File: config.mk
export PLATFORM = sky130hd
export DESIGN_NAME = quantum_round_robin_scheduler
export DESIGN_NICKNAME = d
export VERILOG_FILES = /design/src/sv/qrrs_pkg.sv /design/src/sv/qrrs_ram.sv /design/src/sv/quantum_round_robin_scheduler.sv
export VERILOG_INCLUDE_DIRS = /design/src /design/src/sv
export SDC_FILE = /design/constraint.sdc
export NUM_CORES = 2
export LEC_CHECK = 0
export BUFFER_PORTS_ARGS = -buffer_cell sky130_fd_sc_hd__clkbuf_2
export CAP_MARGIN = 10
export CELL_PAD_IN_SITES_DETAIL_PLACEMENT = 0
export CELL_PAD_IN_SITES_GLOBAL_PLACEMENT = 1
export CORE_MARGIN = 2
export CORE_UTILIZATION = 30
export CTS_CLUSTER_DIAMETER = 60
export DETAILED_ROUTE_END_ITERATION = 8
export PLACE_DENSITY_LB_ADDON = 0.1
export SYNTH_ARGS = -nofsm -noshare
export SYNTH_HDL_FRONTEND = slang
export SYNTH_SLANG_ARGS = --single-unit
File: constraint.sdc
create_clock -name i_clk -period 6.4 [get_ports i_clk]
set_input_delay 1.28 -clock i_clk [delete_from_list [all_inputs] [get_ports i_clk]]
set_output_delay 1.28 -clock i_clk [all_outputs]
set_load 0.01 [all_outputs]
File: src/sv/quantum_round_robin_scheduler_defines.svh
// Assertion macros for the quantum round-robin scheduler.
`ifndef QUANTUM_ROUND_ROBIN_SCHEDULER_DEFINES_SVH
`define QUANTUM_ROUND_ROBIN_SCHEDULER_DEFINES_SVH
`ifndef SYNTH
`define QRRS_ASSERT_SAME(lbl, ante, cons) \
    lbl: assert property (@(posedge i_clk) disable iff (!i_rst_n) (ante) |-> (cons)) \
        else $error("qrrs assertion failed");
`define QRRS_ASSERT_NEXT(lbl, ante, cons) \
    lbl: assert property (@(posedge i_clk) disable iff (!i_rst_n) (ante) |=> (cons)) \
        else $error("qrrs assertion failed");
`else
`define QRRS_ASSERT_SAME(lbl, ante, cons)
`define QRRS_ASSERT_NEXT(lbl, ante, cons)
`endif
`endif

File: src/sv/qrrs_pkg.sv
// Shared constants and types of the quantum round-robin scheduler.
package qrrs_pkg;
    localparam int DEPTH    = 64;
    localparam int ID_WIDTH = 32;
    localparam int AW       = $clog2(DEPTH);
    localparam int CW       = AW + 1;

    localparam logic [2:0] OP_INSERT = 3'd0;
    localparam logic [2:0] OP_ERASE  = 3'd1;
    localparam logic [2:0] OP_GET    = 3'd2;
    localparam logic [2:0] OP_PEEK   = 3'd3;
    localparam logic [2:0] OP_CLEAR  = 3'd4;

    localparam logic [2:0] ST_OK        = 3'd0;
    localparam logic [2:0] ST_NOT_FOUND = 3'd1;
    localparam logic [2:0] ST_EMPTY     = 3'd2;
    localparam logic [2:0] ST_DUP       = 3'd3;
    localparam logic [2:0] ST_FULL      = 3'd4;

    localparam logic [1:0] CFG_MODE    = 2'd0;
    localparam logic [1:0] CFG_QUANTUM = 2'd1;

    typedef struct packed {
        logic [AW-1:0] nxt;
        logic [AW-1:0] prv;
    } t_link;

    typedef enum logic [3:0] {
        S_IDLE, S_SCAN,
        S_INS_A, S_INS_B, S_INS_C, S_INS_D,
        S_ER_A, S_ER_B, S_ER_C, S_ER_D,
        S_GET_A, S_GET_B, S_RESP
    } t_state;
endpackage

File: src/sv/qrrs_ram.sv
// Simple dual-port synchronous RAM with registered read.
module qrrs_ram #(
    parameter int DEPTH = 64,
    parameter int WIDTH = 32
) (
    input  logic                     i_clk,
    input  logic                     i_we,
    input  logic [$clog2(DEPTH)-1:0] i_waddr,
    input  logic [WIDTH-1:0]         i_wdata,
    input  logic [$clog2(DEPTH)-1:0] i_raddr,
    output logic [WIDTH-1:0]         o_rdata
);
    logic [WIDTH-1:0] r_mem [DEPTH];

    always_ff @(posedge i_clk) begin
        if (i_we) begin
            r_mem[i_waddr] <= i_wdata;
        end
    end

    always_ff @(posedge i_clk) begin
        o_rdata <= r_mem[i_raddr];
    end
endmodule

File: src/sv/quantum_round_robin_scheduler.sv
// Quantum round-robin scheduler: ring of identifiers with a serving cursor.
// Usage: each request on the input channel (i_in_valid / o_in_stall) carries
// an opcode, an identifier and a byte count; it produces exactly one result
// on the output channel (o_out_valid / i_out_stall): served identifier,
// status and ring-empty flag. Requests are handled one at a time; o_in_stall
// is high while a request is in progress.
// Insert and erase sweep the identifier memory, one slot a cycle; a
// successful insert or erase then relinks the ring where needed. get_next
// reads the cursor's identifier and link, then updates the turn counter and
// the cursor; peek only reads. Clear, unused opcodes and requests refused on
// an empty ring go straight to the result stage.
// The next request is taken in the cycle after the result is loaded. The
// identifier and link memories each give one read per cycle; that port sets
// the search time.
// The result sits in an output register; a new request is accepted while it
// waits, and the next result holds inside until the receiver takes the
// current one. Configuration writes (i_cfg_valid / o_cfg_ready) are taken in
// every cycle and must come only while the block is idle.
// Synchronous reset empties the ring, clears the cursor and the turn counter,
// sets the mode to turn counting and the quantum to one.
`include "quantum_round_robin_scheduler_defines.svh"
module quantum_round_robin_scheduler (
    input  logic        i_clk,
    input  logic        i_rst_n,
    input  logic        i_in_valid,
    output logic        o_in_stall,
    input  logic [2:0]  i_opcode,
    input  logic [31:0] i_ident,
    input  logic [15:0] i_byte_count,
    output logic        o_out_valid,
    input  logic        i_out_stall,
    output logic [31:0] o_served_ident,
    output logic [2:0]  o_status,
    output logic        o_ring_empty,
    input  logic        i_cfg_valid,
    output logic        o_cfg_ready,
    input  logic [1:0]  i_cfg_index,
    input  logic [31:0] i_cfg_data
);
    import qrrs_pkg::*;

    t_state               r_state, n_state;
    logic [2:0]           r_op, n_op;
    logic [ID_WIDTH-1:0]  r_id, n_id;
    logic [15:0]          r_bytes, n_bytes;
    logic [CW-1:0]        r_count, n_count;
    logic [AW-1:0]        r_cursor, n_cursor;
    logic [31:0]          r_turn, n_turn;
    logic                 r_mode, n_mode;
    logic [31:0]          r_quantum, n_quantum;
    logic [DEPTH-1:0]     r_valid, n_valid;
    logic [CW-1:0]        r_scan, n_scan;
    logic                 r_cmp_v, n_cmp_v;
    logic [AW-1:0]        r_cmp_slot, n_cmp_slot;
    logic                 r_found_v, n_found_v;
    logic [AW-1:0]        r_found, n_found;
    logic                 r_free_v, n_free_v;
    logic [AW-1:0]        r_free, n_free;
    logic [AW-1:0]        r_slot, n_slot;
    logic [AW-1:0]        r_n, n_n;
    logic [AW-1:0]        r_p, n_p;
    logic [31:0]          r_res_ident, n_res_ident;
    logic [2:0]           r_res_status, n_res_status;
    logic                 r_ov, n_ov;
    logic [31:0]          r_o_ident, n_o_ident;
    logic [2:0]           r_o_status, n_o_status;
    logic                 r_o_empty, n_o_empty;

    logic                 id_we;
    logic [AW-1:0]        id_waddr, id_raddr;
    logic [ID_WIDTH-1:0]  id_wdata, id_rdata;
    logic                 lk_we;
    logic [AW-1:0]        lk_waddr, lk_raddr;
    t_link                lk_wdata, lk_rdata;

    logic                 in_acc, hit, fre, last, f_v, fr_v, load;
    logic [AW-1:0]        f_slot, fr_slot;
    logic [32:0]          sum;
    logic [31:0]          add;

    qrrs_ram #(.DEPTH(DEPTH), .WIDTH(ID_WIDTH)) u_id_ram (
        .i_clk  (i_clk),
        .i_we   (id_we),
        .i_waddr(id_waddr),
        .i_wdata(id_wdata),
        .i_raddr(id_raddr),
        .o_rdata(id_rdata)
    );

    qrrs_ram #(.DEPTH(DEPTH), .WIDTH(2 * AW)) u_link_ram (
        .i_clk  (i_clk),
        .i_we   (lk_we),
        .i_waddr(lk_waddr),
        .i_wdata(lk_wdata),
        .i_raddr(lk_raddr),
        .o_rdata(lk_rdata)
    );

    assign o_in_stall     = (r_state != S_IDLE);
    assign o_cfg_ready    = 1'b1;
    assign o_out_valid    = r_ov;
    assign o_served_ident = r_o_ident;
    assign o_status       = r_o_status;
    assign o_ring_empty   = r_o_empty;
    assign in_acc         = i_in_valid && !o_in_stall;

    // search bookkeeping for the slot returning from memory this cycle
    assign hit     = r_cmp_v && r_valid[r_cmp_slot] && (id_rdata == r_id);
    assign fre     = r_cmp_v && !r_valid[r_cmp_slot];
    assign last    = r_cmp_v && (r_cmp_slot == AW'(DEPTH - 1));
    assign f_v     = r_found_v || hit;
    assign f_slot  = r_found_v ? r_found : r_cmp_slot;
    assign fr_v    = r_free_v || fre;
    assign fr_slot = r_free_v ? r_free : r_cmp_slot;

    assign add  = r_mode ? {16'd0, r_bytes} : 32'd1;
    assign sum  = {1'b0, r_turn} + {1'b0, add};
    assign load = (r_state == S_RESP) && !(r_ov && i_out_stall);

    always_comb begin
        n_state      = r_state;
        n_op         = r_op;
        n_id         = r_id;
        n_bytes      = r_bytes;
        n_count      = r_count;
        n_cursor     = r_cursor;
        n_turn       = r_turn;
        n_mode       = r_mode;
        n_quantum    = r_quantum;
        n_valid      = r_valid;
        n_scan       = r_scan;
        n_cmp_v      = r_cmp_v;
        n_cmp_slot   = r_cmp_slot;
        n_found_v    = r_found_v;
        n_found      = r_found;
        n_free_v     = r_free_v;
        n_free       = r_free;
        n_slot       = r_slot;
        n_n          = r_n;
        n_p          = r_p;
        n_res_ident  = r_res_ident;
        n_res_status = r_res_status;
        n_ov         = r_ov && i_out_stall;
        n_o_ident    = r_o_ident;
        n_o_status   = r_o_status;
        n_o_empty    = r_o_empty;
        id_we        = 1'b0;
        id_waddr     = r_slot;
        id_wdata     = r_id;
        id_raddr     = r_cursor;
        lk_we        = 1'b0;
        lk_waddr     = r_slot;
        lk_wdata     = '{nxt: r_cursor, prv: r_p};
        lk_raddr     = r_cursor;

        case (r_state)
            S_IDLE: begin
                if (in_acc) begin
                    n_op         = i_opcode;
                    n_id         = i_ident[ID_WIDTH-1:0];
                    n_bytes      = i_byte_count;
                    n_res_ident  = '0;
                    n_res_status = ST_OK;
                    n_scan       = '0;
                    n_cmp_v      = 1'b0;
                    n_found_v    = 1'b0;
                    n_free_v     = 1'b0;
                    n_state      = S_RESP;
                    case (i_opcode)
                        OP_INSERT: n_state = S_SCAN;
                        OP_ERASE: begin
                            if (r_count == '0) begin
                                n_res_status = ST_NOT_FOUND;
                            end else begin
                                n_state = S_SCAN;
                            end
                        end
                        OP_GET, OP_PEEK: begin
                            if (r_count == '0) begin
                                n_res_status = ST_EMPTY;
                            end else begin
                                n_state = S_GET_A;
                            end
                        end
                        OP_CLEAR: begin
                            n_valid  = '0;
                            n_count  = '0;
                            n_cursor = '0;
                            n_turn   = '0;
                        end
                        default: n_state = S_RESP;
                    endcase
                end
            end
            S_SCAN: begin
                id_raddr   = r_scan[AW-1:0];
                n_cmp_v    = !r_scan[AW];
                n_cmp_slot = r_scan[AW-1:0];
                if (!r_scan[AW]) begin
                    n_scan = r_scan + CW'(1);
                end
                n_found_v = f_v;
                n_found   = f_slot;
                n_free_v  = fr_v;
                n_free    = fr_slot;
                if (last) begin
                    n_state = S_RESP;
                    if (r_op == OP_INSERT) begin
                        if (f_v) begin
                            n_res_status = ST_DUP;
                        end else if (!fr_v || r_count >= CW'(DEPTH)) begin
                            n_res_status = ST_FULL;
                        end else begin
                            n_slot           = fr_slot;
                            id_we            = 1'b1;
                            id_waddr         = fr_slot;
                            n_valid[fr_slot] = 1'b1;
                            n_count          = r_count + CW'(1);
                            if (r_count == '0) begin
                                lk_we    = 1'b1;
                                lk_waddr = fr_slot;
                                lk_wdata = '{nxt: fr_slot, prv: fr_slot};
                                n_cursor = fr_slot;
                            end else begin
                                lk_raddr = r_cursor;
                                n_state  = S_INS_A;
                            end
                        end
                    end else begin
                        if (!f_v) begin
                            n_res_status = ST_NOT_FOUND;
                        end else begin
                            n_slot   = f_slot;
                            lk_raddr = f_slot;
                            n_state  = S_ER_A;
                        end
                    end
                end
            end
            S_INS_A: begin
                // link new slot between predecessor and cursor
                n_p      = lk_rdata.prv;
                lk_we    = 1'b1;
                lk_waddr = r_slot;
                lk_wdata = '{nxt: r_cursor, prv: lk_rdata.prv};
                lk_raddr = lk_rdata.prv;
                n_state  = S_INS_B;
            end
            S_INS_B: begin
                lk_we    = 1'b1;
                lk_waddr = r_p;
                lk_wdata = '{nxt: r_slot, prv: lk_rdata.prv};
                n_state  = S_INS_C;
            end
            S_INS_C: begin
                lk_raddr = r_cursor;
                n_state  = S_INS_D;
            end
            S_INS_D: begin
                lk_we    = 1'b1;
                lk_waddr = r_cursor;
                lk_wdata = '{nxt: lk_rdata.nxt, prv: r_slot};
                n_state  = S_RESP;
            end
            S_ER_A: begin
                n_n             = lk_rdata.nxt;
                n_p             = lk_rdata.prv;
                n_valid[r_slot] = 1'b0;
                n_count         = r_count - CW'(1);
                if (r_slot == r_cursor) begin
                    n_cursor = (r_count == CW'(1)) ? '0 : lk_rdata.nxt;
                    n_turn   = '0;
                end
                if (r_count > CW'(1)) begin
                    lk_raddr = lk_rdata.prv;
                    n_state  = S_ER_B;
                end else begin
                    n_state = S_RESP;
                end
            end
            S_ER_B: begin
                lk_we    = 1'b1;
                lk_waddr = r_p;
                lk_wdata = '{nxt: r_n, prv: lk_rdata.prv};
                n_state  = S_ER_C;
            end
            S_ER_C: begin
                lk_raddr = r_n;
                n_state  = S_ER_D;
            end
            S_ER_D: begin
                lk_we    = 1'b1;
                lk_waddr = r_n;
                lk_wdata = '{nxt: lk_rdata.nxt, prv: r_p};
                n_state  = S_RESP;
            end
            S_GET_A: begin
                n_res_ident = 32'(id_rdata);
                n_n         = lk_rdata.nxt;
                if (r_op == OP_PEEK) begin
                    n_state = S_RESP;
                end else begin
                    // saturate the turn counter
                    n_turn  = sum[32] ? '1 : sum[31:0];
                    n_state = S_GET_B;
                end
            end
            S_GET_B: begin
                if (r_turn >= r_quantum) begin
                    n_cursor = r_n;
                    n_turn   = '0;
                end
                n_state = S_RESP;
            end
            S_RESP: begin
                if (load) begin
                    n_ov       = 1'b1;
                    n_o_ident  = r_res_ident;
                    n_o_status = r_res_status;
                    n_o_empty  = (r_count == '0);
                    n_state    = S_IDLE;
                end
            end
            default: n_state = S_IDLE;
        endcase

        if (i_cfg_valid && o_cfg_ready) begin
            case (i_cfg_index)
                CFG_MODE: begin
                    if (i_cfg_data[0] != r_mode) begin
                        n_turn = '0;
                    end
                    n_mode = i_cfg_data[0];
                end
                CFG_QUANTUM: n_quantum = i_cfg_data;
                default: ;
            endcase
        end
    end

    always_ff @(posedge i_clk) begin
        if (!i_rst_n) begin
            r_state   <= S_IDLE;
            r_count   <= '0;
            r_cursor  <= '0;
            r_turn    <= '0;
            r_mode    <= 1'b0;
            r_quantum <= 32'd1;
            r_valid   <= '0;
            r_ov      <= 1'b0;
            r_scan    <= '0;
            r_cmp_v   <= 1'b0;
            r_found_v <= 1'b0;
            r_free_v  <= 1'b0;
        end else begin
            r_state   <= n_state;
            r_count   <= n_count;
            r_cursor  <= n_cursor;
            r_turn    <= n_turn;
            r_mode    <= n_mode;
            r_quantum <= n_quantum;
            r_valid   <= n_valid;
            r_ov      <= n_ov;
            r_scan    <= n_scan;
            r_cmp_v   <= n_cmp_v;
            r_found_v <= n_found_v;
            r_free_v  <= n_free_v;
        end
    end

    always_ff @(posedge i_clk) begin
        r_op         <= n_op;
        r_id         <= n_id;
        r_bytes      <= n_bytes;
        r_cmp_slot   <= n_cmp_slot;
        r_found      <= n_found;
        r_free       <= n_free;
        r_slot       <= n_slot;
        r_n          <= n_n;
        r_p          <= n_p;
        r_res_ident  <= n_res_ident;
        r_res_status <= n_res_status;
        r_o_ident    <= n_o_ident;
        r_o_status   <= n_o_status;
        r_o_empty    <= n_o_empty;
    end

    `QRRS_ASSERT_SAME(a_count_matches_valid, 1'b1, $countones(r_valid) == int'(r_count))
    `QRRS_ASSERT_SAME(a_count_bound, 1'b1, r_count <= CW'(DEPTH))
    `QRRS_ASSERT_SAME(a_cursor_live, (r_state == S_IDLE) && (r_count != '0), r_valid[r_cursor])
    `QRRS_ASSERT_NEXT(a_accept_busy, in_acc, r_state != S_IDLE)
endmodule

==> reports/results.env <==
CRITICAL_PATH_REQUIRED_NS=7.23
SYNTH-SEQ-AREA-SHARE=0.7404
FINAL.SETUP_SKEW_NS=0.06633
ROUTE.FINAL.WIRE_LENGTH_UM=421700
DIE_AREA_UM2=425400
FILLERS=39630
CTS_SINKS=3175
PATH_BUF_INV=4
CELL_TYPE_GROUP_WITH_THE_LARGEST_TOTAL_DELAY_ON_THE_CRITICAL_PATH='simple AND/OR/NAND/NOR gates'
REG2REG_SETUP_SLACK_NS=0.33
NUMBER_OF_BUFFERS_INSERTED_BY_POST_CTS_SETUP_REPAIR=0
CRITICAL-PATH-TOP-CELL-BY-COUNT='sky130_fd_sc_hd__buf_4'
CRITICAL_PATH_PEAK_FANOUT=27
NUMBER_OF_ROWS_IN_THE_CORE_AREA=238
CP-END-KIND='flop'
PLACE.GP.CONGESTION=0.8089
PIN_COUNT_OF_THE_BIGGEST_NET_ENTERING_GLOBAL_ROUTING=92
SLEW-LIMIT-HEADROOM=0.1525
UNREPAIRED_SETUP_ENDPOINTS_AFTER_GLOBAL_ROUTING='false'
MAXCAPVIOLATIONS=0
GLOBAL_ROUTE_WIRE_LENGTH_BEFORE_REPAIR_UM=587100
LAYOUT.NETS=8194
COUNT_OF_BUFFERS_INSERTED_AT_THE_TOP_LEVEL_PORTS=127
POST_DRT_ANTENNA_NETS=0
STATUS='finished clean'
YS_SEQ_ELEMENTS=3175
HOLD_VIOL=0
DIE_H_UM=652.2
AREA_GROWTH_SYN_TO_LAYOUT_PCT=18.55
CRIT_PATH_CELL_TRACE='xor2_1, nor4_1, nand4_1, nor3_1, buf_4, a31oi_4, o221ai_1, nand2_4, buf_4, nand4_1, buf_4, a21oi_1, nor3_1, a41oi_1, buf_4, a41o_1'
TRITONCTS='done'
ROUTED_VIA_DENSITY=5.089
SYNTH_NETS=7710
LAYOUT-DRIVE-GT1-SHARE=0.2174
REPORT.FINAL.SLEW_VIOL_COUNT=0
ANTENNA_FOUND_INITIAL=21
FINALCRITPERIODSHARE=0.9478
SYNTHESIS.YOSYS.WARNINGS=0
NUM_IO_PINS=129
GLOBAL_ROUTE.USAGE.TOTAL=0.1943
SYNTH_TOP_AREA_CELL='sky130_fd_sc_hd__edfxtp_1'
SYNTHESIS.AREA_UM2=126100
FLOORPLAN.CORE_AREA_UM2=419300
TOTAL_CONGESTION_OVERFLOW=0
GRT_PASS1_VIAS=72520
SYNTH_TOP_CELL_AREA_SHARE=0.7085
CPPEAKSTAGEDELAY_NS=0.63
P_LEAK_uW=0.04893
TIMING.FMAX_MHz=164.8
CTS.ROOT.BUFFER_CELL='sky130_fd_sc_hd__clkbuf_16'
WORSTSKEWPAIRLATENCY_NS=0.97
DRT_PRE_ANTENNA_ITERS=6
DR_WL_CELL_UM=30.30
WORST_PATH_CLK_SLEW_NS=0.06
CRITPATHKIND='reg2reg'
TIMING.CRITICAL_PATH.FROM_TYPE='flop'
PLACE_HPWL_UM=264900
FINAL.MIN_CLOCK_PERIOD_NS=6.066
START_UTIL=0.3006
POST_PLACE_WORST_SLACK_NS=0.2228
CELLS_TAKING_THE_MOST_AREA_AFTER_SYNTHESIS='sky130_fd_sc_hd__edfxtp_1 (71%), sky130_fd_sc_hd__mux4_2 (9.4%), sky130_fd_sc_hd__dfxtp_1 (3.2%)'
SYNTHDISTINCTLIBCELLS=82
FIN_HOLD_WS_NS=0.4171
CLOCK_PATH_BUFFERS=4
DIE_WIDTH_UM=652.2
CTS-RESIZED-GATES=0
WORST_HOLD_CHECK_PATH_TYPE='reg2reg'
YOSYS_MOST_USED_DFF='sky130_fd_sc_hd__edfxtp_1'
TIGHTEST_SLEW_NS=1.262
FINAL_CELL_MIX='sky130_fd_sc_hd__edfxtp_1 (2,974), sky130_fd_sc_hd__nand2_1 (923), sky130_fd_sc_hd__a21oi_1 (542)'
SETUP_VIOL_COUNT_FINAL=0
LAYOUT.CELLS.MOST_COMMON='sky130_fd_sc_hd__edfxtp_1'
POST_SYNTHESIS_CELL_COUNT=7566
FFS_W_ASYNC_S_R_SYNTH=0
HOLD_BUFS_INSERTED_AFTER_CTS=0
ROUTED-VIA-COUNT=70830
DRT_FIRST_ITER_VIOLATIONS=6099
SYN_AVG_CELL_AREA_UM2=16.66
SETUP_SLACK_NS=0.3338
IR_DROP_mV=0.5316
DRC=0
POWER_PER_CELL_AREA_nW_PER_UM2=442.6
SYNTH-EDFF-COUNT=2974
ARRIVAL_NS=6.90
CTS_MADE_BUFFERS=395
CRIT_SLOWEST_CELL='sky130_fd_sc_hd__edfxtp_1'
CTSHTREEMAXLEVEL=5
[final timing paths]
check                 startpoint               endpoint  cells past startpoint
setup / recovery    id_wdata[25]  u_link_ram.o_rdata[1]                     16
hold / removal    r_res_ident[2]      o_served_ident[2]                      0
setup reg to reg    id_wdata[25]  u_link_ram.o_rdata[1]                     16
hold reg to reg   r_res_ident[2]      o_served_ident[2]                      0
[kinds of logic after synthesis]
logic type | Yosys count | synth area share
flip-flops | 3175 | 0.7404
other | 1 | 0.00002975
XOR/XNOR | 56 | 0.003891
adder cells (fa/ha/maj) | 54 | 0.005420
AND/OR/NAND/NOR | 1883 | 0.06600
multiplexers | 667 | 0.1057
buffers and inverters | 525 | 0.01717
AO/OA/AOI/OAI | 1205 | 0.06144
[stage by stage]
stage          power (uW)  TNS, ns  cell area [um^2]  utilization  instances
3_5_place_dp        44550        0            136300       0.3250      13170
5_1_grt             68970        0            149400       0.3564      13910
4_1_cts             67260        0            149400       0.3563      13910
3_3_place_gp        44490  -0.1458            136100       0.3247      13160
2_1_floorplan       35830        0            126100            -       7566
6_report            66150        0            149400       0.3564      13920
[routing by layer]
metal | track usage | vias to the layer above | part of all wire
met3 | 0.02332 | 511 | 0.040
met2 | 0.3338 | 1708 | 0.49
met4 | 0.04859 | 2 | 0.026
met5 | 0 | - | 0.000031
li1 | - | 30960 | -
met1 | 0.2612 | 37650 | 0.44
[final cells by class]
cell class / count / area [um^2] / area share
clock buffers: 471 / 10290 / 0.06887
well taps: 5520 / 6907 / 0.04622
multi-input cells: 3866 / 31360 / 0.2099
inverters: 68 / 259.0 / 0.001733
repair buffers: 544 / 4419 / 0.02957
flip-flops and latches: 3175 / 93330 / 0.6245
clock inverters: 263 / 2846 / 0.01905
diodes: 10 / 25.02 / 0.0001675
[flip-flops by register name, indices dropped and copies added, names as in the netlist, 7 cells and up]
register and flops:
u_id_ram.r_mem 2048, u_link_ram.r_mem 768, r_valid 64, id_wdata 32
o_served_ident 32, r_quantum 32, r_res_ident 32, r_turn 32
u_id_ram.o_rdata 32, r_bytes 16, u_link_ram.o_rdata 12, r_count 7
r_scan 7
[report_power, final]
| group | switching, uW | leakage [uW] | internal [uW] |
|---|---|---|---|
| clock network | 9120 | 0.00637 | 13400 |
| logic | 12600 | 0.0141 | 5490 |
| registers | 673 | 0.0285 | 24900 |
[synth_stat cells (all sizes together) (54+ instances only)]
cell type / instances
inv: 64
o21ai: 74
edfxtp: 2974
nand2: 927
a311oi: 100
mux2i: 129
nor2: 309
and2: 186
o22ai: 54
buf: 140
clkbuf: 317
nand3: 196
nor3: 150
a211oi: 139
mux4: 529
dfxtp: 201
a21oi: 546
Note: power is estimated with default switching activity, not from simulation.
